$ cat src/hdl/stunbrp_pkg.sv
// ---------------------------------------------------------------------------
// stunbrp_pkg
// Constants and field layout for the STUN binding response parser.
// ---------------------------------------------------------------------------
package stunbrp_pkg;

   // Header layout
   localparam int unsigned HDR_LEN      = 20;
   localparam logic [31:0] MAGIC_COOKIE = 32'h2112_A442;
   localparam logic [7:0]  TYPE_HI_BYTE = 8'h01;
   localparam logic [7:0]  TYPE_LO_OK   = 8'h01;
   localparam logic [7:0]  TYPE_LO_ERR  = 8'h11;

   // Attributes
   localparam logic [15:0] ATTR_XOR_MAPPED  = 16'h0020;
   localparam logic [15:0] ATTR_REQUIRED_MAX = 16'h7fff;
   localparam logic [15:0] PORT_XOR_KEY     = 16'h2112;
   localparam logic [7:0]  FAMILY_IPV4      = 8'h01;
   localparam logic [7:0]  FAMILY_IPV6      = 8'h02;
   localparam logic [15:0] LEN_IPV4_ATTR    = 16'd8;
   localparam logic [15:0] LEN_IPV6_ATTR    = 16'd20;

   // Address kind codes
   localparam logic [1:0] ADDR_KIND_NONE = 2'd0;
   localparam logic [1:0] ADDR_KIND_IPV4 = 2'd1;
   localparam logic [1:0] ADDR_KIND_IPV6 = 2'd2;
   localparam logic [1:0] ADDR_KIND_BAD  = 2'd3;

   // Configuration register indexes
   localparam logic CSR_TXID_HIGH = 1'b0;
   localparam logic CSR_TXID_LOW  = 1'b1;

   // Port widths
   localparam int unsigned REQ_DATA_W = 8;
   localparam int unsigned RSP_DATA_W = 144;
   localparam int unsigned RSP_USER_W = 4;
   localparam int unsigned CSR_DATA_W = 64;

endpackage

$ cat src/hdl/stun_binding_response_parser.sv
// ---------------------------------------------------------------------------
// stun_binding_response_parser
// Byte-serial STUN binding response parser: header check, attribute walk,
// XOR-MAPPED-ADDRESS decode, one verdict per datagram.
// ---------------------------------------------------------------------------
//  Channel | Dir | Handshake         | Payload
//  req     | in  | tvalid/tready     | tdata[7:0] data byte, tlast last byte
//  rsp     | out | tvalid/tready     | tdata port/addr, tuser error/success/kind
//  csr     | in  | csr_valid/ready   | csr_index register, csr_data value
//
//  One byte per cycle unless refused; each byte updates the frame state in
//  the cycle it is taken, and a last byte's verdict is registered as the
//  result. Reset is synchronous and returns the frame state to the start of
//  a datagram and clears the transaction ID. A byte is refused only while a
//  verdict waits and rsp_tready is low; csr writes are always taken.
// ---------------------------------------------------------------------------
module stun_binding_response_parser (
   input  logic                                   clock,
   input  logic                                   reset,
   // tdata: data_byte[7:0]
   input  logic [stunbrp_pkg::REQ_DATA_W-1:0]     req_tdata,
   input  logic                                   req_tlast,
   input  logic                                   req_tvalid,
   output logic                                   req_tready,
   // tdata: mapped_port[15:0], addr_upper[79:16], addr_lower[143:80]
   output logic [stunbrp_pkg::RSP_DATA_W-1:0]     rsp_tdata,
   // tuser: parse_error[0], is_success[1], addr_kind[3:2]
   output logic [stunbrp_pkg::RSP_USER_W-1:0]     rsp_tuser,
   output logic                                   rsp_tvalid,
   input  logic                                   rsp_tready,
   input  logic                                   csr_valid,
   output logic                                   csr_ready,
   input  logic                                   csr_index,
   input  logic [stunbrp_pkg::CSR_DATA_W-1:0]     csr_data
);
   import stunbrp_pkg::*;

   // Configuration
   logic [31:0] txid_high_ff;
   logic [63:0] txid_low_ff;

   // Frame state
   logic [16:0]      pos_ff,        pos_in;
   logic [7:0]       len_hi_ff,     len_hi_in;
   logic [15:0]      body_len_ff,   body_len_in;
   logic             good_ff,       good_in;
   logic             success_ff,    success_in;
   logic [16:0]      next_start_ff, next_start_in;
   logic [15:0]      atype_ff,      atype_in;
   logic [15:0]      alen_ff,       alen_in;
   logic             stopped_ff,    stopped_in;
   logic             error_ff,      error_in;
   logic             found_ff,      found_in;
   logic [7:0]       family_ff,     family_in;
   logic [15:0]      port_ff,       port_in;
   logic [7:0][7:0]  addr_hi_ff,    addr_hi_in;
   logic [7:0][7:0]  addr_lo_ff,    addr_lo_in;
   logic [1:0]       kind_ff,       kind_in;

   // Result register
   logic             rsp_valid_ff,  rsp_valid_in;
   logic [RSP_DATA_W-1:0] rsp_data_ff, rsp_data_in;
   logic [RSP_USER_W-1:0] rsp_user_ff, rsp_user_in;

   logic             req_fire;
   logic [15:0][7:0] key_bytes;
   logic [7:0]       b;
   logic [16:0]      end_pos;
   logic [16:0]      rel;
   logic [3:0]       k;
   logic             fail;
   logic             xma;
   logic [17:0]      attr_end;
   logic [17:0]      size;
   logic [17:0]      end_new;
   logic             ok;

   assign req_tready = !rsp_valid_ff || rsp_tready;
   assign req_fire   = req_tvalid && req_tready;
   assign csr_ready  = 1'b1;

   assign rsp_tvalid = rsp_valid_ff;
   assign rsp_tdata  = rsp_data_ff;
   assign rsp_tuser  = rsp_user_ff;

   // Cookie followed by transaction ID, byte 0 in the top lane
   assign key_bytes = {MAGIC_COOKIE, txid_high_ff, txid_low_ff};
   assign b         = req_tdata[7:0];
   assign end_pos   = 17'(HDR_LEN) + 17'(body_len_ff);
   assign rel       = pos_ff - next_start_ff;
   assign k         = 4'(rel - 17'd8);
   assign xma       = success_ff && (atype_ff == ATTR_XOR_MAPPED);

   // Per-byte frame update and verdict
   always_comb begin
      pos_in        = pos_ff;
      len_hi_in     = len_hi_ff;
      body_len_in   = body_len_ff;
      good_in       = good_ff;
      success_in    = success_ff;
      next_start_in = next_start_ff;
      atype_in      = atype_ff;
      alen_in       = alen_ff;
      stopped_in    = stopped_ff;
      error_in      = error_ff;
      found_in      = found_ff;
      family_in     = family_ff;
      port_in       = port_ff;
      addr_hi_in    = addr_hi_ff;
      addr_lo_in    = addr_lo_ff;
      kind_in       = kind_ff;
      fail          = 1'b0;
      attr_end      = 18'(next_start_ff) + 18'd4 + 18'(alen_ff);

      if (req_fire) begin
         if (pos_ff < 17'(HDR_LEN)) begin
            // Header bytes
            priority if (pos_ff == 17'd0) begin
               good_in = good_ff && (b == TYPE_HI_BYTE);
            end else if (pos_ff == 17'd1) begin
               good_in    = good_ff && (b == TYPE_LO_OK || b == TYPE_LO_ERR);
               success_in = (b == TYPE_LO_OK);
            end else if (pos_ff == 17'd2) begin
               len_hi_in = b;
            end else if (pos_ff == 17'd3) begin
               body_len_in = {len_hi_ff, b};
            end else begin
               // cookie and transaction ID
               good_in = good_ff && (b == key_bytes[~(4'(pos_ff - 17'd4))]);
            end
         end else if (!stopped_ff && pos_ff < end_pos && pos_ff >= next_start_ff) begin
            // Attribute walk
            priority if (rel == 17'd0) begin
               if (end_pos - pos_ff < 17'd4) fail = 1'b1;
               else atype_in = {b, 8'h00};
            end else if (rel == 17'd1) begin
               atype_in = {atype_ff[15:8], b};
            end else if (rel == 17'd2) begin
               alen_in = {b, 8'h00};
            end else if (rel == 17'd3) begin
               alen_in  = {alen_ff[15:8], b};
               attr_end = 18'(next_start_ff) + 18'd4 + 18'(alen_in);
               if ({1'b0, end_pos} < attr_end) fail = 1'b1;
               else if (xma) begin
                  if (alen_in < 16'd4) fail = 1'b1;
               end else if (atype_ff <= ATTR_REQUIRED_MAX) begin
                  fail = 1'b1;
               end
            end else if (xma) begin
               priority if (rel == 17'd5) begin
                  family_in = b;
               end else if (rel == 17'd6) begin
                  if (!found_ff) port_in = {b, 8'h00};
               end else if (rel == 17'd7) begin
                  if (!found_ff) port_in = {port_ff[15:8], b} ^ PORT_XOR_KEY;
                  if ((family_ff == FAMILY_IPV4 && alen_ff != LEN_IPV4_ATTR) ||
                      (family_ff == FAMILY_IPV6 && alen_ff != LEN_IPV6_ATTR))
                     fail = 1'b1;
               end else if (rel >= 17'd8 && !found_ff) begin
                  if (family_ff == FAMILY_IPV4 && rel < 17'd12) begin
                     addr_lo_in[{1'b0, ~k[1:0]}] = addr_lo_ff[{1'b0, ~k[1:0]}] |
                                                   (b ^ key_bytes[~k]);
                     if (k == 4'd3) begin
                        found_in = 1'b1;
                        kind_in  = ADDR_KIND_IPV4;
                     end
                  end else if (family_ff == FAMILY_IPV6 && rel < 17'd24) begin
                     if (!k[3])
                        addr_hi_in[~k[2:0]] = addr_hi_ff[~k[2:0]] | (b ^ key_bytes[~k]);
                     else
                        addr_lo_in[~k[2:0]] = addr_lo_ff[~k[2:0]] | (b ^ key_bytes[~k]);
                     if (k == 4'd15) begin
                        found_in = 1'b1;
                        kind_in  = ADDR_KIND_IPV6;
                     end
                  end
               end else begin
                  // attribute value byte with nothing to keep
               end
            end else begin
               // value byte of a skipped attribute
            end

            if (fail) begin
               stopped_in = 1'b1;
               error_in   = 1'b1;
            end else if (rel >= 17'd3 && rel == 17'(alen_in) + 17'd3) begin
               next_start_in = 17'(attr_end);
            end
         end

         if (pos_ff != 17'h1FFFF) pos_in = pos_ff + 17'd1;
      end

      // Verdict from the updated state
      size    = 18'(pos_ff) + 18'd1;
      end_new = 18'(HDR_LEN) + 18'(body_len_in);
      ok      = (size >= 18'(HDR_LEN)) && good_in && (body_len_in[1:0] == 2'b00) &&
                (size >= end_new);

      rsp_data_in = '0;
      rsp_user_in = {ADDR_KIND_NONE, 1'b0, 1'b1};
      if (ok) begin
         rsp_user_in[0] = error_in || (success_in && !found_in);
         rsp_user_in[1] = success_in;
         if (found_in) begin
            rsp_user_in[3:2] = kind_in;
            rsp_data_in      = {addr_lo_in, addr_hi_in, port_in};
         end
      end

      // Start a new datagram after the verdict
      if (req_fire && req_tlast) begin
         pos_in        = '0;
         len_hi_in     = '0;
         body_len_in   = '0;
         good_in       = 1'b1;
         success_in    = 1'b0;
         next_start_in = 17'(HDR_LEN);
         atype_in      = '0;
         alen_in       = '0;
         stopped_in    = 1'b0;
         error_in      = 1'b0;
         found_in      = 1'b0;
         family_in     = '0;
         port_in       = '0;
         addr_hi_in    = '0;
         addr_lo_in    = '0;
         kind_in       = ADDR_KIND_NONE;
      end
   end

   // Result valid: set by a last byte, cleared when taken
   always_comb begin
      if (req_fire && req_tlast) rsp_valid_in = 1'b1;
      else if (rsp_tready)       rsp_valid_in = 1'b0;
      else                       rsp_valid_in = rsp_valid_ff;
   end

   // Frame state and control
   always_ff @(posedge clock) begin
      if (reset) begin
         pos_ff        <= '0;
         len_hi_ff     <= '0;
         body_len_ff   <= '0;
         good_ff       <= 1'b1;
         success_ff    <= 1'b0;
         next_start_ff <= 17'(HDR_LEN);
         atype_ff      <= '0;
         alen_ff       <= '0;
         stopped_ff    <= 1'b0;
         error_ff      <= 1'b0;
         found_ff      <= 1'b0;
         family_ff     <= '0;
         port_ff       <= '0;
         addr_hi_ff    <= '0;
         addr_lo_ff    <= '0;
         kind_ff       <= ADDR_KIND_NONE;
         rsp_valid_ff  <= 1'b0;
      end else begin
         pos_ff        <= pos_in;
         len_hi_ff     <= len_hi_in;
         body_len_ff   <= body_len_in;
         good_ff       <= good_in;
         success_ff    <= success_in;
         next_start_ff <= next_start_in;
         atype_ff      <= atype_in;
         alen_ff       <= alen_in;
         stopped_ff    <= stopped_in;
         error_ff      <= error_in;
         found_ff      <= found_in;
         family_ff     <= family_in;
         port_ff       <= port_in;
         addr_hi_ff    <= addr_hi_in;
         addr_lo_ff    <= addr_lo_in;
         kind_ff       <= kind_in;
         rsp_valid_ff  <= rsp_valid_in;
      end
   end

   // Result payload
   always_ff @(posedge clock) begin
      if (req_fire && req_tlast) begin
         rsp_data_ff <= rsp_data_in;
         rsp_user_ff <= rsp_user_in;
      end
   end

   // Transaction ID registers
   always_ff @(posedge clock) begin
      if (reset) begin
         txid_high_ff <= '0;
         txid_low_ff  <= '0;
      end else if (csr_valid && csr_ready) begin
         unique case (csr_index)
            CSR_TXID_HIGH: txid_high_ff <= csr_data[31:0];
            CSR_TXID_LOW:  txid_low_ff  <= csr_data;
         endcase
      end
   end

endmodule

$ cat config.mk
export PLATFORM = sky130hd
export DESIGN_NAME = stun_binding_response_parser
export DESIGN_NICKNAME = d
export VERILOG_FILES = /design/src/hdl/stunbrp_pkg.sv /design/src/hdl/stun_binding_response_parser.sv
export SDC_FILE = /design/constraint.sdc
export NUM_CORES = 1
export LEC_CHECK = 0
export BUFFER_PORTS_ARGS = -buffer_cell sky130_fd_sc_hd__buf_2
export CAP_MARGIN = 20
export CORE_ASPECT_RATIO = 0.7
export CORE_MARGIN = 4
export CORE_UTILIZATION = 30
export DETAILED_ROUTE_END_ITERATION = 8
export MAX_ROUTING_LAYER = met4
export PLACE_DENSITY = 0.54
export RECOVER_POWER = 25
export SLEW_MARGIN = 20
export SYNTH_ARGS = -nofsm -noshare
export SYNTH_HDL_FRONTEND = slang
export SYNTH_SLANG_ARGS = --single-unit
$ cat constraint.sdc
create_clock -name clock -period 6.85 [get_ports clock]
set_clock_uncertainty 0.05 [all_clocks]
set_input_delay 0.3425 -clock clock [delete_from_list [all_inputs] [get_ports clock]]
set_output_delay 0.3425 -clock clock [all_outputs]
set_load 0.03 [all_outputs]
## Word level (Yosys, flattened, before mapping)

Cells that the tools add are included.

- Register bits after elaboration: 494
- Bits of input ports: 79
- Output and inout port bits: 151
- Logic and storage cells: 299

- $add $sub $neg: 12
- Order comparisons: 19
- Equal/unequal tests: 22
- Mux-type cells: 145
- Bitwise gates (word level): 19
- Reduce and logical (&&, ||, !) cells: 45

Operators by type and width:

| cell | number |
|---|---|
| $mux W64 | 30 |
| $mux W16 | 25 |
| $bwmux W64 | 3 |
| $mux W8 | 9 |
| $eq A17 B2 Y1 const B | 4 |
| $mux W17 | 4 |
| $bmux W8 S4 | 2 |
| $eq A17 B3 Y1 const B | 3 |
| $mux W1 | 49 |
| $bmux W8 S3 | 2 |
| $add A5 B16 Y17 const A | 2 |
| $eq A17 B1 Y1 const B | 2 |
| $logic_not A17 Y1 | 2 |
| $lt A17 B5 Y1 const B | 2 |
| $sub A17 B17 Y17 | 2 |
| $mux W2 | 16 |
| $mux W14 | 2 |
| $demux W8 S3 | 1 |
| $or A8 B8 Y8 | 3 |
| $logic_and A1 B1 Y1 | 20 |
| $reduce_and A5 Y1 | 4 |
| $add A17 B1 Y18 const B | 1 |
| $add A17 B3 Y18 const B | 1 |
| $add A18 B16 Y18 | 1 |
| other kinds (49) | 72 |

## Depth between registers and ports, before layout

- Word-level depth: 23
- Mapped depth: 28
- Gate-level depth less buffers: 25

## Worst setup path before layout

No wires, ideal clock.

- Path kind: reg2reg
- Start: reg pos_ff[0]
- End: reg next_start_ff[10]
- Library setup time: 0.072 ns
- Data arrival time: 6.111 ns
- Required time: 6.728 ns
- Slack: 0.618 ns
- Cell stages (with the launch flop): 28
- Path buffers: 6
- Period minus slack after synthesis: 6.232 ns
- Path through: dfxtp_1 -> clkbuf_1 -> clkbuf_1 -> inv_1 -> ha_1 -> fa_1 -> nand2b_1 -> a21oi_2 -> o21ai_0 -> xor2_1 -> o2111a_2 -> and4_4 -> buf_6 -> nand2_1 -> clkbuf_1 -> nor3b_1 -> a21oi_1 -> ha_1 -> and3b_1 -> nand3_1 -> a2bb2oi_1 -> nand2_1 -> or3_1 -> mux4_2 -> nand3b_1 -> buf_6 -> buf_8 -> mux2i_1

- Longest elaborated chain between the ends: 15
- Elaborated cells on any way between the ends: 45
- Classes of those cells: add/sub: 3; order compare: 5; eq/ne: 7; mux: 23; bitwise: 2; reduce/logical: 5

Ends and longest elaborated chain:

| what | RTL line | source |
|---|---|---|
| from (decl) | stun_binding_response_parser.sv:43 | `logic [16:0] pos_ff, pos_in;` |
| from (signal assigned) | stun_binding_response_parser.sv:261 | `pos_ff <= pos_in;` |
| parallel branches: the longest is 15 deep, another holds $sub A17 B17 Y17 | n/a |  |
| to (signal assigned) | stun_binding_response_parser.sv:248 | `next_start_ff <= 17'(HDR_LEN);` |
| to (signal assigned) | stun_binding_response_parser.sv:266 | `next_start_ff <= next_start_in;` |
| to (decl) | stun_binding_response_parser.sv:48 | `logic [16:0] next_start_ff, next_start_in;` |

Several ways; the timed one is not identified. The select of a mux whose other input is x is not followed.
A chain may end at the register's enable or synchronous reset.

## Final worst setup path

- Start: reg pos_ff[2]
- End: reg next_start_ff[10]

The elaborated chain is that of the path after synthesis.

==> results.json <==
{
  "ys.flop_type": "dfxtp_1",
  "grt_pass1_wl_um": 141000,
  "post-route-min-period_ns": 6.41,
  "slew_violations": 97,
  "worst_path_max_delay_cell": "dfxtp_1",
  "clk_pin_slew_ns": 0.06,
  "grt_max_degree": 204,
  "overflow": 0,
  "io_buffer_count": 228,
  "r2r_cells": 20,
  "ys_types": 85,
  "path_cells": "ha_1, o211a_1, o31a_1, o211a_1, o211ai_1, o2111a_2, and4_4, nand2_1, nor3b_1, a21oi_1, ha_1, and3b_1, nand3_1, a2bb2oi_1, nand2_1, or3_1, mux4_2, nand3b_1, buf_4, mux2i_1",
  "violations": "capacitance limit, slew limit",
  "pwr-share-seq": 0.456,
  "max_cap_violations": 1,
  "rsz0062_at_grt": "no",
  "grt_antenna_before_repair": 4,
  "row_count": 91,
  "drive_gt1_frac": 0.107,
  "status": "complete, but fails checks",
  "coreArea_mm2": 0.0886,
  "synth_edf_count": 148,
  "place.gp.congestion": 0.955,
  "die_x_um": 366,
  "cts_tree": "built",
  "antenna_left": 0,
  "rrSetupSlack_ns": 0.44,
  "ys_seq_elements": 494,
  "dp_hpwl_um": 68400,
  "cts_sinks": 494,
  "fin_area_mm2": 0.0318,
  "period_share": 0.936,
  "tightest_slew_ns": 4.44,
  "start_kind": "flop",
  "syn_area_per_cell_um2": 9.00,
  "routed_wl_um": 94500,
  "pwr-share-clk": 0.454,
  "yosysSeqAreaShare": 0.422,
  "io_pins": 230,
  "avgRoutedWirePerCell_um": 21.2,
  "drc": 0,
  "endpoint_kind": "flop",
  "finalHoldViolCount": 0,
  "maxSlewHeadroom": -1.96,
  "intPower_mw": 5.05,
  "drt_iter0_drc": 2490,
  "power.switching_mw": 1.78,
  "r2r_end": "next_start_ff[10]",
  "peakVddDrop_mv": 0.191,
  "insertion_delay_ns": 0.62,
  "cpPeakStageDelay_ns": 0.67,
  "endpoint": "next_start_ff[10]",
  "power_leakage_nw": 11.5,
  "synthesis.nets": 3183,
  "vias_per_cell": 5.28,
  "post_cts_buffers": 0,
  "ctsHtreeMaxLevel": 2,
  "cp.required_ns": 7.34,
  "final_cell_mix": "nor2_1, nand2_1, dfxtp_1",
  "clockBufferDepth": 3,
  "place_area_mm2": 0.0295,
  "fin_tns_setup_ns": 0,
  "area_growth_pct": 17.9,
  "hold_class": "primary input to flop",
  "die_y_um": 259,
  "setup_violations": 0,
  "grt_pass1_vias": 22000,
  "worstSetupPathType": "flop to flop",
  "crit_path_start": "pos_ff[2]",
  "yosysWarningCount": 0,
  "cts_buffers": 52,
  "fmax_mhz": 156,
  "vias": 23500,
  "powerDensity_mw_per_mm2": 215,
  "initial_core_util": 0.305,
  "async_flop_share": 0,
  "syn_area_mm2": 0.0270,
  "grtUsageTotal": 0.197,
  "pwr-share-comb": 0.090,
  "rr_startpoint": "pos_ff[2]",
  "syn_inst": 2998,
  "clockRootBuffer": "clkbuf_16",
  "final_common_cell": "nor2_1",
  "switching_share": 0.261,
  "dr.pass1.iters": 7,
  "die-area_mm2": 0.0949,
  "crit_fanout": 17,
  "nets": 3423,
  "crit_arrival_ns": 6.90
}
==> cell families (layout without fill, tap and decap cells) <==
group,Yosys count,in the layout,synth area share
mux,271,271,0.132
fa+ha+maj,106,106,0.0500
simple gates,1207,1208,0.195
other cells,1,4,0.000139
compound gates,542,542,0.122
xor+xnor,136,136,0.0442
buf+inv,241,523,0.0347
flops,494,494,0.422
==> metrics by stage <==
stage | hold WS [ns] | setup slack [ns] | instances | utilization | power, mW
final | 0.0628 | 0.436 | 4446 | 0.359 | 6.83
after global routing | 0.0533 | 0.0245 | 4444 | 0.359 | 7.06
after floorplan | 0.369 | 0.618 | 2998 | - | 3.54
after CTS | 0.00509 | 0.568 | 4442 | 0.361 | 6.89
after global placement | 0.386 | 0.655 | 4282 | 0.333 | 3.77
after detailed placement | 0.389 | 0.583 | 4282 | 0.333 | 3.77
==> flip-flops by register name, summed over array words and instances, names as in the netlist, 2 cells and up <==
signal / flops
addr_hi_ff: 64
addr_lo_ff: 64
alen_ff: 16
atype_ff: 16
body_len_ff: 16
family_ff: 8
kind_ff: 2
len_hi_ff: 8
next_start_ff: 17
port_ff: 16
pos_ff: 17
rsp_tdata: 144
rsp_tuser: 4
txid_high_ff: 32
txid_low_ff: 64
==> critical path, delay by kind of cell (launching register included) <==
kind | cells | cell delay [ns]
compound gates | 7 | 2.07
fa+ha+maj | 2 | 0.73
buf+inv | 1 | 0.35
flops | 1 | 0.67
mux | 2 | 0.53
simple gates | 8 | 1.92
==> cell type report <==
| type | instances | area [um^2] |
|---|---|---|
| diodes | 3 | 7.51 |
| well taps | 1162 | 1450 |
| clock inverters | 39 | 477 |
| clock buffers | 58 | 1370 |
| repair buffers | 353 | 2080 |
| flip-flops and latches | 494 | 11400 |
| fillers | 9263 | 56800 |
| multi-input cells | 2264 | 14800 |
| inverters | 73 | 279 |
==> what timing repair did <==
item	CTS	global route
hold buffers	63	0
hold endpoints to repair	95	0
resized for setup	0	1
setup endpoints to repair	0	39
==> Yosys cell counts (24+ instances only) <==
master    count  share of area
a21oi_1     233          0.043
o21ai_0     110          0.020
dfxtp_1     346           0.26
nor3_1       37         0.0069
nand4_1      24         0.0056
a21o_1       30         0.0083
xnor2_1      97          0.031
nand3_1      89          0.017
nor2_1      485          0.067
mux4_2       68          0.057
mux2i_1     195          0.072
nand2_1     405          0.056
inv_1        71         0.0099
ha_1        103          0.048
xor2_1       39          0.013
clkbuf_1    148          0.021
edfxtp_1    148           0.16
==> worst min path at each step <==
stage | start | end | slack (ns) | depth (start not counted)
floorplan | good_ff | good_ff | 0.37 | 2
global placement | good_ff | good_ff | 0.39 | 2
CTS | csr_data[36] | txid_low_ff[36] | 0.005 | 3
detailed placement | good_ff | good_ff | 0.39 | 2
global route | csr_data[36] | txid_low_ff[36] | 0.05 | 3
finish | rsp_tready | rsp_tvalid | 0.06 | 3
==> per-layer routing <==
metal,up-vias,GRT usage,part of all wire
met5,-,-,0
met4,0,0.0324,0.015
met3,101,0.0428,0.088
met2,942,0.272,0.41
met1,11300,0.296,0.49
li1,11100,-,-
==> power by group through the flow <==
stage | Combinational, mW | Clock (mW) | Sequential [mW]
final | 0.617 | 3.10 | 3.11
after global routing | 0.658 | 3.28 | 3.12
after CTS | 0.624 | 3.15 | 3.11
after detailed placement | 0.594 | 0 | 3.18
after global placement | 0.596 | 0 | 3.18
after floorplan | 0.286 | 0 | 3.25
Power figures use the tool's default switching activity.
